--- src/wsp_pkg.sv ---
// wsp_pkg: shared types and constants for the wheel speed tachometer.
// No dependencies; used by wsp_addsub and wheel_speed_from_pulses_core.
package wsp_pkg;

    localparam int POS_W      = 13;
    localparam int DIAM_W     = 12;
    localparam int PERIOD_W   = 16;
    localparam int SPEED_W    = 16;
    localparam int TIME_W     = 32;
    localparam int CFG_IDX_W  = 2;
    localparam int CFG_DATA_W = 16;
    localparam int PI_W       = 15;
    localparam int QUOT_W     = 16;
    // positions * elapsed * 10
    localparam int DEN_W      = POS_W + TIME_W + 4;

    localparam logic [PI_W-1:0] PI_NUM = 15'd31415;

    localparam logic OP_PULSE = 1'b0;
    localparam logic OP_EVAL  = 1'b1;

    localparam logic [POS_W-1:0]    RST_POSITIONS = 13'd20;
    localparam logic [DIAM_W-1:0]   RST_DIAMETER  = 12'd500;
    localparam logic [PERIOD_W-1:0] RST_PERIOD    = 16'd100;
    localparam logic [SPEED_W-1:0]  RST_LIMIT     = 16'd6944;

    typedef enum logic [CFG_IDX_W-1:0] {
        CFG_POSITIONS = 2'd0,
        CFG_DIAMETER  = 2'd1,
        CFG_PERIOD    = 2'd2,
        CFG_LIMIT     = 2'd3
    } t_cfg_idx;

    typedef struct packed {
        logic sub;
    } t_alu_ctl;

endpackage

--- src/wsp_addsub.sv ---
// wsp_addsub: shared wide adder/subtractor with carry out.
// Depends on wsp_pkg (t_alu_ctl).
module wsp_addsub import wsp_pkg::*; #(
    parameter int W = 66
) (
    input  t_alu_ctl       i_ctl,
    input  logic [W-1:0]   i_a,
    input  logic [W-1:0]   i_b,
    output logic [W-1:0]   o_sum,
    output logic           o_carry
);

    logic [W:0] c_full;

    // carry high on subtract means no borrow (a >= b)
    assign c_full  = {1'b0, i_a} + {1'b0, (i_ctl.sub ? ~i_b : i_b)} + {{W{1'b0}}, i_ctl.sub};
    assign o_sum   = c_full[W-1:0];
    assign o_carry = c_full[W];

endmodule

--- src/wheel_speed_from_pulses_core.sv ---
// wheel_speed_from_pulses_core: encoder pulse counting tachometer, top level.
// Depends on wsp_pkg and wsp_addsub.
//
//  channel | valid        | ready        | payload
//  --------+--------------+--------------+----------------------------------------------
//  in      | i_in_valid   | o_in_ready   | i_opcode, i_now_ms
//  out     | o_out_valid  | i_out_ready  | o_speed_mm_s, o_sensor_ok, o_pulse_count,
//          |              |              | o_evaluated
//  cfg     | i_cfg_valid  | o_cfg_ready  | i_cfg_index, i_cfg_data
//
// Pulse beats and early evaluate beats: result one cycle after acceptance.
// Due evaluate beats: two multiplies, x10, 15-step shift-add by pi, saturation check and
// 16-step restoring division; the division is skipped when saturated or when m1 is zero.
// The x10, shift-add, saturation check and division run through the one shared adder/subtractor.
// Synchronous active-low reset; no input taken while busy or while a result waits
// unless it is taken in the same cycle. Config is always ready.
module wheel_speed_from_pulses_core import wsp_pkg::*; #(
    parameter int COUNT_WIDTH = 16
) (
    input  logic                  i_clk,
    input  logic                  i_rst_n,
    input  logic                  i_in_valid,
    output logic                  o_in_ready,
    input  logic                  i_opcode,
    input  logic [TIME_W-1:0]     i_now_ms,
    output logic                  o_out_valid,
    input  logic                  i_out_ready,
    output logic [SPEED_W-1:0]    o_speed_mm_s,
    output logic                  o_sensor_ok,
    output logic [15:0]           o_pulse_count,
    output logic                  o_evaluated,
    input  logic                  i_cfg_valid,
    output logic                  o_cfg_ready,
    input  logic [CFG_IDX_W-1:0]  i_cfg_index,
    input  logic [CFG_DATA_W-1:0] i_cfg_data
);

    localparam int NUM_W  = COUNT_WIDTH + PI_W + DIAM_W;
    localparam int SH_W   = DEN_W + QUOT_W;
    localparam int ACC_W  = ((NUM_W > SH_W) ? NUM_W : SH_W) + 1;
    localparam int M1_W   = COUNT_WIDTH + DIAM_W;
    localparam int STEP_W = $clog2(QUOT_W);

    typedef enum logic [2:0] {
        S_IDLE, S_MULA, S_MULB, S_DEN, S_PIMUL, S_SAT, S_DIV, S_FIN
    } t_state;

    t_state                   r_state;
    logic [COUNT_WIDTH-1:0]   r_cnt;
    logic [TIME_W-1:0]        r_last;
    logic [TIME_W-1:0]        r_now;
    logic [TIME_W-1:0]        r_elapsed;
    logic [SPEED_W-1:0]       r_speed;
    logic                     r_ok;
    logic [POS_W-1:0]         r_pos;
    logic [DIAM_W-1:0]        r_diam;
    logic [PERIOD_W-1:0]      r_period;
    logic [SPEED_W-1:0]       r_limit;
    logic [M1_W-1:0]          r_m1;
    logic [DEN_W-1:0]         r_den;
    logic [ACC_W-1:0]         r_acc;
    logic [QUOT_W-1:0]        r_quot;
    logic [STEP_W-1:0]        r_step;
    logic                     r_out_valid;
    logic [SPEED_W-1:0]       r_out_speed;
    logic                     r_out_ok;
    logic [15:0]              r_out_count;
    logic                     r_out_eval;

    logic                     c_in_fire;
    logic                     c_in_result;
    logic [TIME_W-1:0]        c_elapsed;
    logic                     c_due;
    logic [COUNT_WIDTH-1:0]   n_cnt;
    logic                     n_over;
    t_alu_ctl                 c_alu_ctl;
    logic [ACC_W-1:0]         c_alu_a;
    logic [ACC_W-1:0]         c_alu_b;
    logic [ACC_W-1:0]         c_alu_sum;
    logic                     c_alu_carry;

    function automatic logic [15:0] cnt_sat(input logic [COUNT_WIDTH-1:0] v);
        logic [COUNT_WIDTH-1:0] hi;
        hi = v >> 16;
        cnt_sat = (|hi) ? 16'hFFFF : 16'(v);
    endfunction

    assign o_in_ready  = (r_state == S_IDLE) && (!r_out_valid || i_out_ready);
    assign o_cfg_ready = 1'b1;
    assign c_in_fire   = i_in_valid && o_in_ready;
    assign c_elapsed   = i_now_ms - r_last;
    assign c_due       = c_elapsed >= TIME_W'(r_period);
    // beat answered straight from idle: pulse or early evaluate
    assign c_in_result = c_in_fire && ((i_opcode == OP_PULSE) || !c_due);
    assign n_cnt       = (r_cnt == '1) ? r_cnt : r_cnt + COUNT_WIDTH'(1);
    assign n_over      = (r_quot > r_limit) || ((r_quot == r_limit) && (r_acc != '0));

    always_comb begin
        c_alu_ctl.sub = 1'b0;
        c_alu_a       = '0;
        c_alu_b       = '0;
        case (r_state)
            S_DEN: begin
                c_alu_a = ACC_W'(r_den) << 3;
                c_alu_b = ACC_W'(r_den) << 1;
            end
            S_PIMUL: begin
                c_alu_a = r_acc;
                c_alu_b = PI_NUM[r_step] ? (ACC_W'(r_m1) << r_step) : '0;
            end
            S_SAT: begin
                c_alu_ctl.sub = 1'b1;
                c_alu_a       = r_acc;
                c_alu_b       = ACC_W'(r_den) << QUOT_W;
            end
            S_DIV: begin
                c_alu_ctl.sub = 1'b1;
                c_alu_a       = r_acc;
                c_alu_b       = ACC_W'(r_den) << r_step;
            end
            default: begin
                c_alu_ctl.sub = 1'b0;
            end
        endcase
    end

    wsp_addsub #(.W(ACC_W)) u_alu (
        .i_ctl   (c_alu_ctl),
        .i_a     (c_alu_a),
        .i_b     (c_alu_b),
        .o_sum   (c_alu_sum),
        .o_carry (c_alu_carry)
    );

    always_ff @(posedge i_clk) begin
        if (!i_rst_n) begin
            r_state     <= S_IDLE;
            r_cnt       <= '0;
            r_last      <= '0;
            r_speed     <= '0;
            r_ok        <= 1'b1;
            r_pos       <= RST_POSITIONS;
            r_diam      <= RST_DIAMETER;
            r_period    <= RST_PERIOD;
            r_limit     <= RST_LIMIT;
            r_out_valid <= 1'b0;
            r_step      <= '0;
        end else begin
            if (i_cfg_valid) begin
                case (t_cfg_idx'(i_cfg_index))
                    CFG_POSITIONS: r_pos    <= i_cfg_data[POS_W-1:0];
                    CFG_DIAMETER:  r_diam   <= i_cfg_data[DIAM_W-1:0];
                    CFG_PERIOD:    r_period <= i_cfg_data[PERIOD_W-1:0];
                    CFG_LIMIT:     r_limit  <= i_cfg_data[SPEED_W-1:0];
                    default:       r_limit  <= r_limit;
                endcase
            end

            if (r_out_valid && i_out_ready && !c_in_result) begin
                r_out_valid <= 1'b0;
            end

            case (r_state)
                S_IDLE: begin
                    if (c_in_fire) begin
                        if (i_opcode == OP_PULSE) begin
                            r_cnt       <= n_cnt;
                            r_out_valid <= 1'b1;
                            r_out_speed <= r_speed;
                            r_out_ok    <= r_ok;
                            r_out_count <= cnt_sat(n_cnt);
                            r_out_eval  <= 1'b0;
                        end else if (c_due) begin
                            r_now     <= i_now_ms;
                            r_elapsed <= c_elapsed;
                            r_state   <= S_MULA;
                        end else begin
                            r_out_valid <= 1'b1;
                            r_out_speed <= r_speed;
                            r_out_ok    <= r_ok;
                            r_out_count <= cnt_sat(r_cnt);
                            r_out_eval  <= 1'b0;
                        end
                    end
                end
                S_MULA: begin
                    r_m1    <= M1_W'(r_cnt) * M1_W'(r_diam);
                    r_state <= S_MULB;
                end
                S_MULB: begin
                    r_den   <= DEN_W'(r_pos) * DEN_W'(r_elapsed);
                    r_acc   <= '0;
                    r_step  <= '0;
                    r_state <= S_DEN;
                end
                S_DEN: begin
                    r_den   <= c_alu_sum[DEN_W-1:0];
                    r_state <= S_PIMUL;
                end
                S_PIMUL: begin
                    r_acc <= c_alu_sum;
                    if (r_step == STEP_W'(PI_W - 1)) begin
                        r_state <= S_SAT;
                    end else begin
                        r_step <= r_step + STEP_W'(1);
                    end
                end
                S_SAT: begin
                    if (r_m1 == '0) begin
                        r_acc   <= '0;
                        r_quot  <= '0;
                        r_state <= S_FIN;
                    end else if (c_alu_carry) begin
                        // quotient past 16 bits, or zero divisor
                        r_quot  <= '1;
                        r_state <= S_FIN;
                    end else begin
                        r_quot  <= '0;
                        r_step  <= STEP_W'(QUOT_W - 1);
                        r_state <= S_DIV;
                    end
                end
                S_DIV: begin
                    if (c_alu_carry) begin
                        r_acc          <= c_alu_sum;
                        r_quot[r_step] <= 1'b1;
                    end
                    if (r_step == '0) begin
                        r_state <= S_FIN;
                    end else begin
                        r_step <= r_step - STEP_W'(1);
                    end
                end
                S_FIN: begin
                    r_speed     <= r_quot;
                    r_ok        <= !n_over;
                    r_last      <= r_now;
                    r_cnt       <= '0;
                    r_out_valid <= 1'b1;
                    r_out_speed <= r_quot;
                    r_out_ok    <= !n_over;
                    r_out_count <= '0;
                    r_out_eval  <= 1'b1;
                    r_state     <= S_IDLE;
                end
                default: begin
                    r_state <= S_IDLE;
                end
            endcase
        end
    end

    assign o_out_valid   = r_out_valid;
    assign o_speed_mm_s  = r_out_speed;
    assign o_sensor_ok   = r_out_ok;
    assign o_pulse_count = r_out_count;
    assign o_evaluated   = r_out_eval;

    a_eval_clears_count: assert property (@(posedge i_clk) disable iff (!i_rst_n)
        (o_out_valid && o_evaluated) |-> (o_pulse_count == '0))
        else $error("evaluated beat with non-zero pulse count");

    a_pulse_one_cycle: assert property (@(posedge i_clk) disable iff (!i_rst_n)
        (c_in_fire && (i_opcode == OP_PULSE)) |=> (o_out_valid && !o_evaluated))
        else $error("pulse beat did not produce a result next cycle");

    a_busy_no_result: assert property (@(posedge i_clk) disable iff (!i_rst_n)
        (r_state != S_IDLE) |-> !r_out_valid)
        else $error("result pending while sequencer busy");

    a_fin_returns: assert property (@(posedge i_clk) disable iff (!i_rst_n)
        (r_state == S_FIN) |=> ((r_state == S_IDLE) && r_out_valid && (r_cnt == '0)))
        else $error("evaluation did not complete cleanly");

endmodule

--- config.mk ---
export PLATFORM = sky130hd
export DESIGN_NAME = wheel_speed_from_pulses_core
export DESIGN_NICKNAME = d
export VERILOG_FILES = /design/src/wsp_pkg.sv /design/src/wsp_addsub.sv /design/src/wheel_speed_from_pulses_core.sv
export SDC_FILE = /design/constraint.sdc
export NUM_CORES = 2
export LEC_CHECK = 0
export BUFFER_PORTS_ARGS = -buffer_cell sky130_fd_sc_hd__buf_2
export CAP_MARGIN = 15
export CORE_MARGIN = 2
export CORE_UTILIZATION = 55
export CTS_BUF_LIST = sky130_fd_sc_hd__clkbuf_16
export DETAILED_ROUTE_END_ITERATION = 8
export GPL_TIMING_DRIVEN = 0
export PLACE_DENSITY = 0.68
export SLEW_MARGIN = 20
export SYNTH_ARGS = -nofsm -noshare
export SYNTH_HDL_FRONTEND = slang
export SYNTH_SLANG_ARGS = --single-unit
--- constraint.sdc ---
create_clock -name i_clk -period 17.83 [get_ports i_clk]
set_input_delay 4.4575 -clock i_clk [delete_from_list [all_inputs] [get_ports i_clk]]
set_output_delay 4.4575 -clock i_clk [all_outputs]
set_load 0.03 [all_outputs]
Word level (Yosys, flattened, before mapping) --
Memory sizes are Yosys's and may differ from the RTL's. A register that Yosys moved wholly into a read port is not among the register bits. Index checks and enable logic that the tools add are counted.
Word-level totals: memories 1, input port bits 56, output and inout bits 37, logic and storage cells 159, register bits 387, ROM bits 16
Memories:
- (no name shown) | depth 16, bits a word 1, read ports 1, clocked after Yosys merged registers in 1, write ports 0, RTL line wheel_speed_from_pulses_core.sv:109 | c_alu_b = PI_NUM[r_step] ? (ACC_W'(r_m1) << r_step) : '0;
Cells by class: equality and inequality tests 26, shifts and indexed selects 2, multiply operators 2, add/sub/neg operators 6, $lt $le $gt $ge 4, multiplexer cells 56, reductions and logical operators 38, bitwise logic cells 3
Operators by type and width (count):
- 66-bit one-hot mux with 4 select lines | 2
- 66-bit 2-to-1 mux | 4
- 16-bit 2-to-1 mux | 12
- 66-bit one-hot mux with 2 select lines | 1
- 16-bit one-hot mux with 2 select lines | 4
- 49-bit one-hot mux with 2 select lines | 1
- 66-bit by 66-bit adder with 67-bit output | 1
- 67-bit by 1-bit adder with 67-bit output | 1
- 66-bit NOT | 1
- 66-bit nonzero test | 1
- 28-bit by 4-bit << shifter with 66-bit output | 1
- 49-bit by 4-bit << shifter with 66-bit output | 1
- 13-bit by 32-bit multiplier with 45-bit output | 1
- 32-bit by 16-bit greater-or-equal comparator with 1-bit output | 1
- 32-bit subtractor | 1
- 28-bit zero test | 1
- 16-bit by 12-bit multiplier with 28-bit output | 1
- 4-bit 2-to-1 mux | 6
- 3-bit one-hot mux with 8 select lines | 1
- 2-bit inequality test (second input constant) | 11
- 16-bit by 1-bit adder with 16-bit output (second input constant) | 1
- 16-bit equality test | 1
- 16-bit equality test (second input constant) | 1
- 16-bit > comparator | 1
- other kinds (33) | 80

Longest topological paths before layout --
depth after elaboration 13, depth in mapped cells 25, depth with buffers taken out 23

Cells and area by module --
Synthesis repeated with hierarchy kept, for this count alone.
Second synthesis, totals: cells, all modules 5167, area, all modules 45123.3 µm²
Modules (own cells, without submodules):
- wheel_speed_from_pulses_core | area each 40735.3 µm², cells each 4548, times used 1, seq. area each 10339.9 µm²
- wsp_addsub | area each 4388.0 µm², cells each 619, times used 1, seq. area each 0.0 µm²

Least setup slack after synthesis --
OpenSTA, ideal clock, no wires.
kind input to register, start in i_now_ms[0], end reg r_elapsed[0], enable pin, required time 17.265 ns, arrival time 11.817 ns, setup slack 5.448 ns, path buffers 0, stages on the path 19, library setup time 0.565 ns, path through inv_1 -> ha_1 -> inv_1 -> fa_1 -> a211oi_1 -> o21a_1 -> nor2_1 -> a21o_1 -> a21oi_1 -> xnor2_1 -> ha_1 -> nand4_1 -> o311ai_0 -> a31o_2 -> a2111oi_0 -> nor4bb_1 -> o21ai_0 -> o41ai_4 -> nor3_1
On the way: cells in the longest elaborated chain, start to end 3
Ends and longest elaborated chain:
- start, declared | RTL line wheel_speed_from_pulses_core.sv:25 | input logic [TIME_W-1:0] i_now_ms,
- 32-bit subtractor | RTL line wheel_speed_from_pulses_core.sv:91 | assign c_elapsed = i_now_ms - r_last;
- named net c_elapsed[10] | RTL line wheel_speed_from_pulses_core.sv:72 | logic [TIME_W-1:0] c_elapsed;
- 32-bit by 16-bit greater-or-equal comparator with 1-bit output | RTL line wheel_speed_from_pulses_core.sv:92 | assign c_due = c_elapsed >= TIME_W'(r_period);
- 5-bit AND reduction (no line)
- end signal, assigned | RTL line wheel_speed_from_pulses_core.sv:175 | r_elapsed <= c_elapsed;
- end, declared | RTL line wheel_speed_from_pulses_core.sv:52 | logic [TIME_W-1:0] r_elapsed;
The timed path passes the listed nets, and every way through them passes these cells. A chain may end at the register's enable or synchronous reset.

Final worst setup path --
start in i_now_ms[2], end reg r_elapsed[18], enable pin
Same word-level chain as after synthesis.

==> metrics <==
CP most frequent cell buf_4; Reg area 10,300 um^2; Most used DFF post-synth edfxtp_1; fin. max-slew vios 0; pin count of the biggest net entering global routing 35; period utilisation layout 0.563; final setup skew 0.0346 ns; dpl hpwl 125,000 um; total power divided by cell area 108 nW/um^2; worst slack, placed 7.20 ns; Final Hold Fails 0; Net Switching 2.52 mW; Total Wirelength 155,000 um; die width 290 um; top-area cell type share of the netlist area 0.210; hold buffer count at cts 0; Mapped Nets 5,926; num ports 93; Peak Freq 99.6 MHz; Initial Utilization 0.557; Total Neg Setup Slack 0 ns; asr flop ratio synth 0; final setup violation count 0; Pleak 21.4 nW; Crit path required time 18.20 ns; #FFs+latches synth 388; DR vias 39,300; Worst IR Drop VDD 0.106 mV; Synth area leaders fa_1 21%, edfxtp_1 17%, ha_1 8.1%; Buf+Inv Stages, Crit Path 5; initial DRC count 4,305; layout cells sized above 1 0.0551; crit end category flip-flop; Die Span Y 290 um; clk slew on worst S/H paths 0.06 ns; CP Data Arrival Time 10.41 ns; Seq/Total Area, Yosys 0.230; most frequent cell after synthesis nand2_1; Filler cells 7,236; CP max-delay cell o41ai_4; Post-route DRC 0; relative slew slack 0.188; Max clock buf depth 3; Combinational Power Share 0.556; largest stage delay on the critical path 0.81 ns; post-route minimum period 10.04 ns; Flop pwr share 0.243; Post-synth EDFFs 257; placed cell area 47,000 um^2; kind of critical path input pin to flip-flop; num rows 104; drt first pass iters 8; post-CTS setup repair buffer count 0; switch share 0.480; vias per cell 6.17; first-pass GRT wire length 236,000 um; Netlist cell types 89; post-route antenna net violation count 0; Yosys top cell by area fa_1; Syn Area/Cell 8.82 um^2; setup ws final 7.79 ns; CTS sink count 388; global-route usage over all layers 0.366; Synth top cells by count 896 x nand2_1, 534 x inv_1, 473 x fa_1; DIE AREA 84,200 um^2; core box area 80,800 um^2; CTS tree done; CTS resizes 0; synth warn 0; max-cap violations 0; post-synthesis cell count 5,106; maximum fanout along the worst path 12; Final Instance Area 48,700 um^2; Crit path max-delay family compound AO/OA/AOI/OAI gates; gpl congestion 1.05; Syn-to-layout area delta 8.14%; grt ovf 0; initial antenna violation count 4; vias in the first global route 38,400; area of the multi-input gates 31,500 um^2; Mapped Area 45,000 um^2; routed length per placed instance 24.3 um; H-tree depth 2; Int Power 2.73 mW; actual slew at the worst max-slew pin 1.21 ns; Port Buffers 91; final net count 6,085; Clk pwr share 0.201; crit path launch type input pin; status complete, no violations; RSZ-0062 raised after global routing no; Tightest Hold Check Type flip-flop to flip-flop; root buffer cell clkbuf_16; Clk Latency, worst-skew pair 0.62 ns; CTS buffer count 45
==> cell type report <==
| class | instances | share of cell area |
|---|---|---|
| Clock buffer | 48 | 0.0247 |
| Sequential cell | 388 | 0.212 |
| Antenna cell | 1 | 0.0000514 |
| Multi-Input combinational cell | 3863 | 0.647 |
| Tap cell | 1060 | 0.0272 |
| Clock inverter | 36 | 0.0101 |
| Inverter | 536 | 0.0413 |
| Buffer | 319 | 0.0248 |
| Timing Repair Buffer | 112 | 0.0129 |
==> per-stage QoR <==
| step | cells | utilization | hold slack, ns | power [mW] |
|---|---|---|---|---|
| floorplan | 5106 | - | 0.443 | 3.12 |
| global placement | 6257 | 0.579 | 0.450 | 4.09 |
| detailed placement | 6278 | 0.582 | 0.457 | 4.09 |
| CTS | 6362 | 0.603 | 0.465 | 5.16 |
| global route | 6362 | 0.603 | 0.478 | 5.50 |
| finish | 6363 | 0.603 | 0.462 | 5.25 |
==> cell usage in the layout, fill, tap and decap left out, drive strengths merged, types with 33 or more instances in the layout <==
cell	n
a21oi	262
inv	547
xnor2	93
a211oi	33
and2	255
nand3	54
nor3	41
edfxtp	257
o211ai	34
a22o	55
nand2	896
o21a	47
fa	473
a21o	98
ha	291
clkbuf	332
dfxtp	131
nand2b	37
xor2	56
o21ai	206
mux2i	115
nor2b	40
buf	147
a21boi	81
nor2	240
==> metal layers <==
metal | track usage | share of wire | vias to the layer above
li1 | - | - | 17600
met1 | 0.529 | 0.43 | 19300
met2 | 0.552 | 0.43 | 1977
met3 | 0.0635 | 0.094 | 391
met4 | 0.140 | 0.044 | 4
met5 | 0 | 0.00015 | -
==> state kept, by name, summed over array words and instances, names as in the netlist, 28 cells and up, named ones only <==
name	cells
r_now	32
r_elapsed	32
r_den	49
r_acc	66
r_last	32
r_m1	28
==> tightest hold or removal path: stages (launching register included) <==
cell and delay, ns:
dfxtp_1 0.31, nand2_1 0.05, a21boi_0 0.06
==> power groups by stage <==
stage	combinational, mW	clock, mW	sequential, mW
finish	2.92	1.06	1.27
global route	3.13	1.10	1.27
CTS	2.83	1.06	1.26
detailed placement	2.81	0	1.28
global placement	2.79	0	1.31
floorplan	1.88	0	1.24
==> path summary, 6_finish.rpt <==
kind | startpoint | end | slack, ns | cells past startpoint
worst max-delay path | i_now_ms[2] | r_elapsed[18] | 7.79 | 26
worst min-delay path | r_last[12] | r_last[12] | 0.46 | 2
worst max register to register | r_step[0] | r_acc[12] | 9.39 | 26
worst min register to register | r_last[12] | r_last[12] | 0.46 | 2
==> cell families after synthesis <==
group	synth area share
AO/OA/AOI/OAI	0.158
XOR/XNOR	0.0290
adder cells (fa/ha/maj)	0.291
buffers and inverters	0.0715
flip-flops	0.230
multiplexers	0.0458
other	0.0000833
AND/OR/NAND/NOR	0.175
No activity file was read; power rests on OpenSTA's default activity.
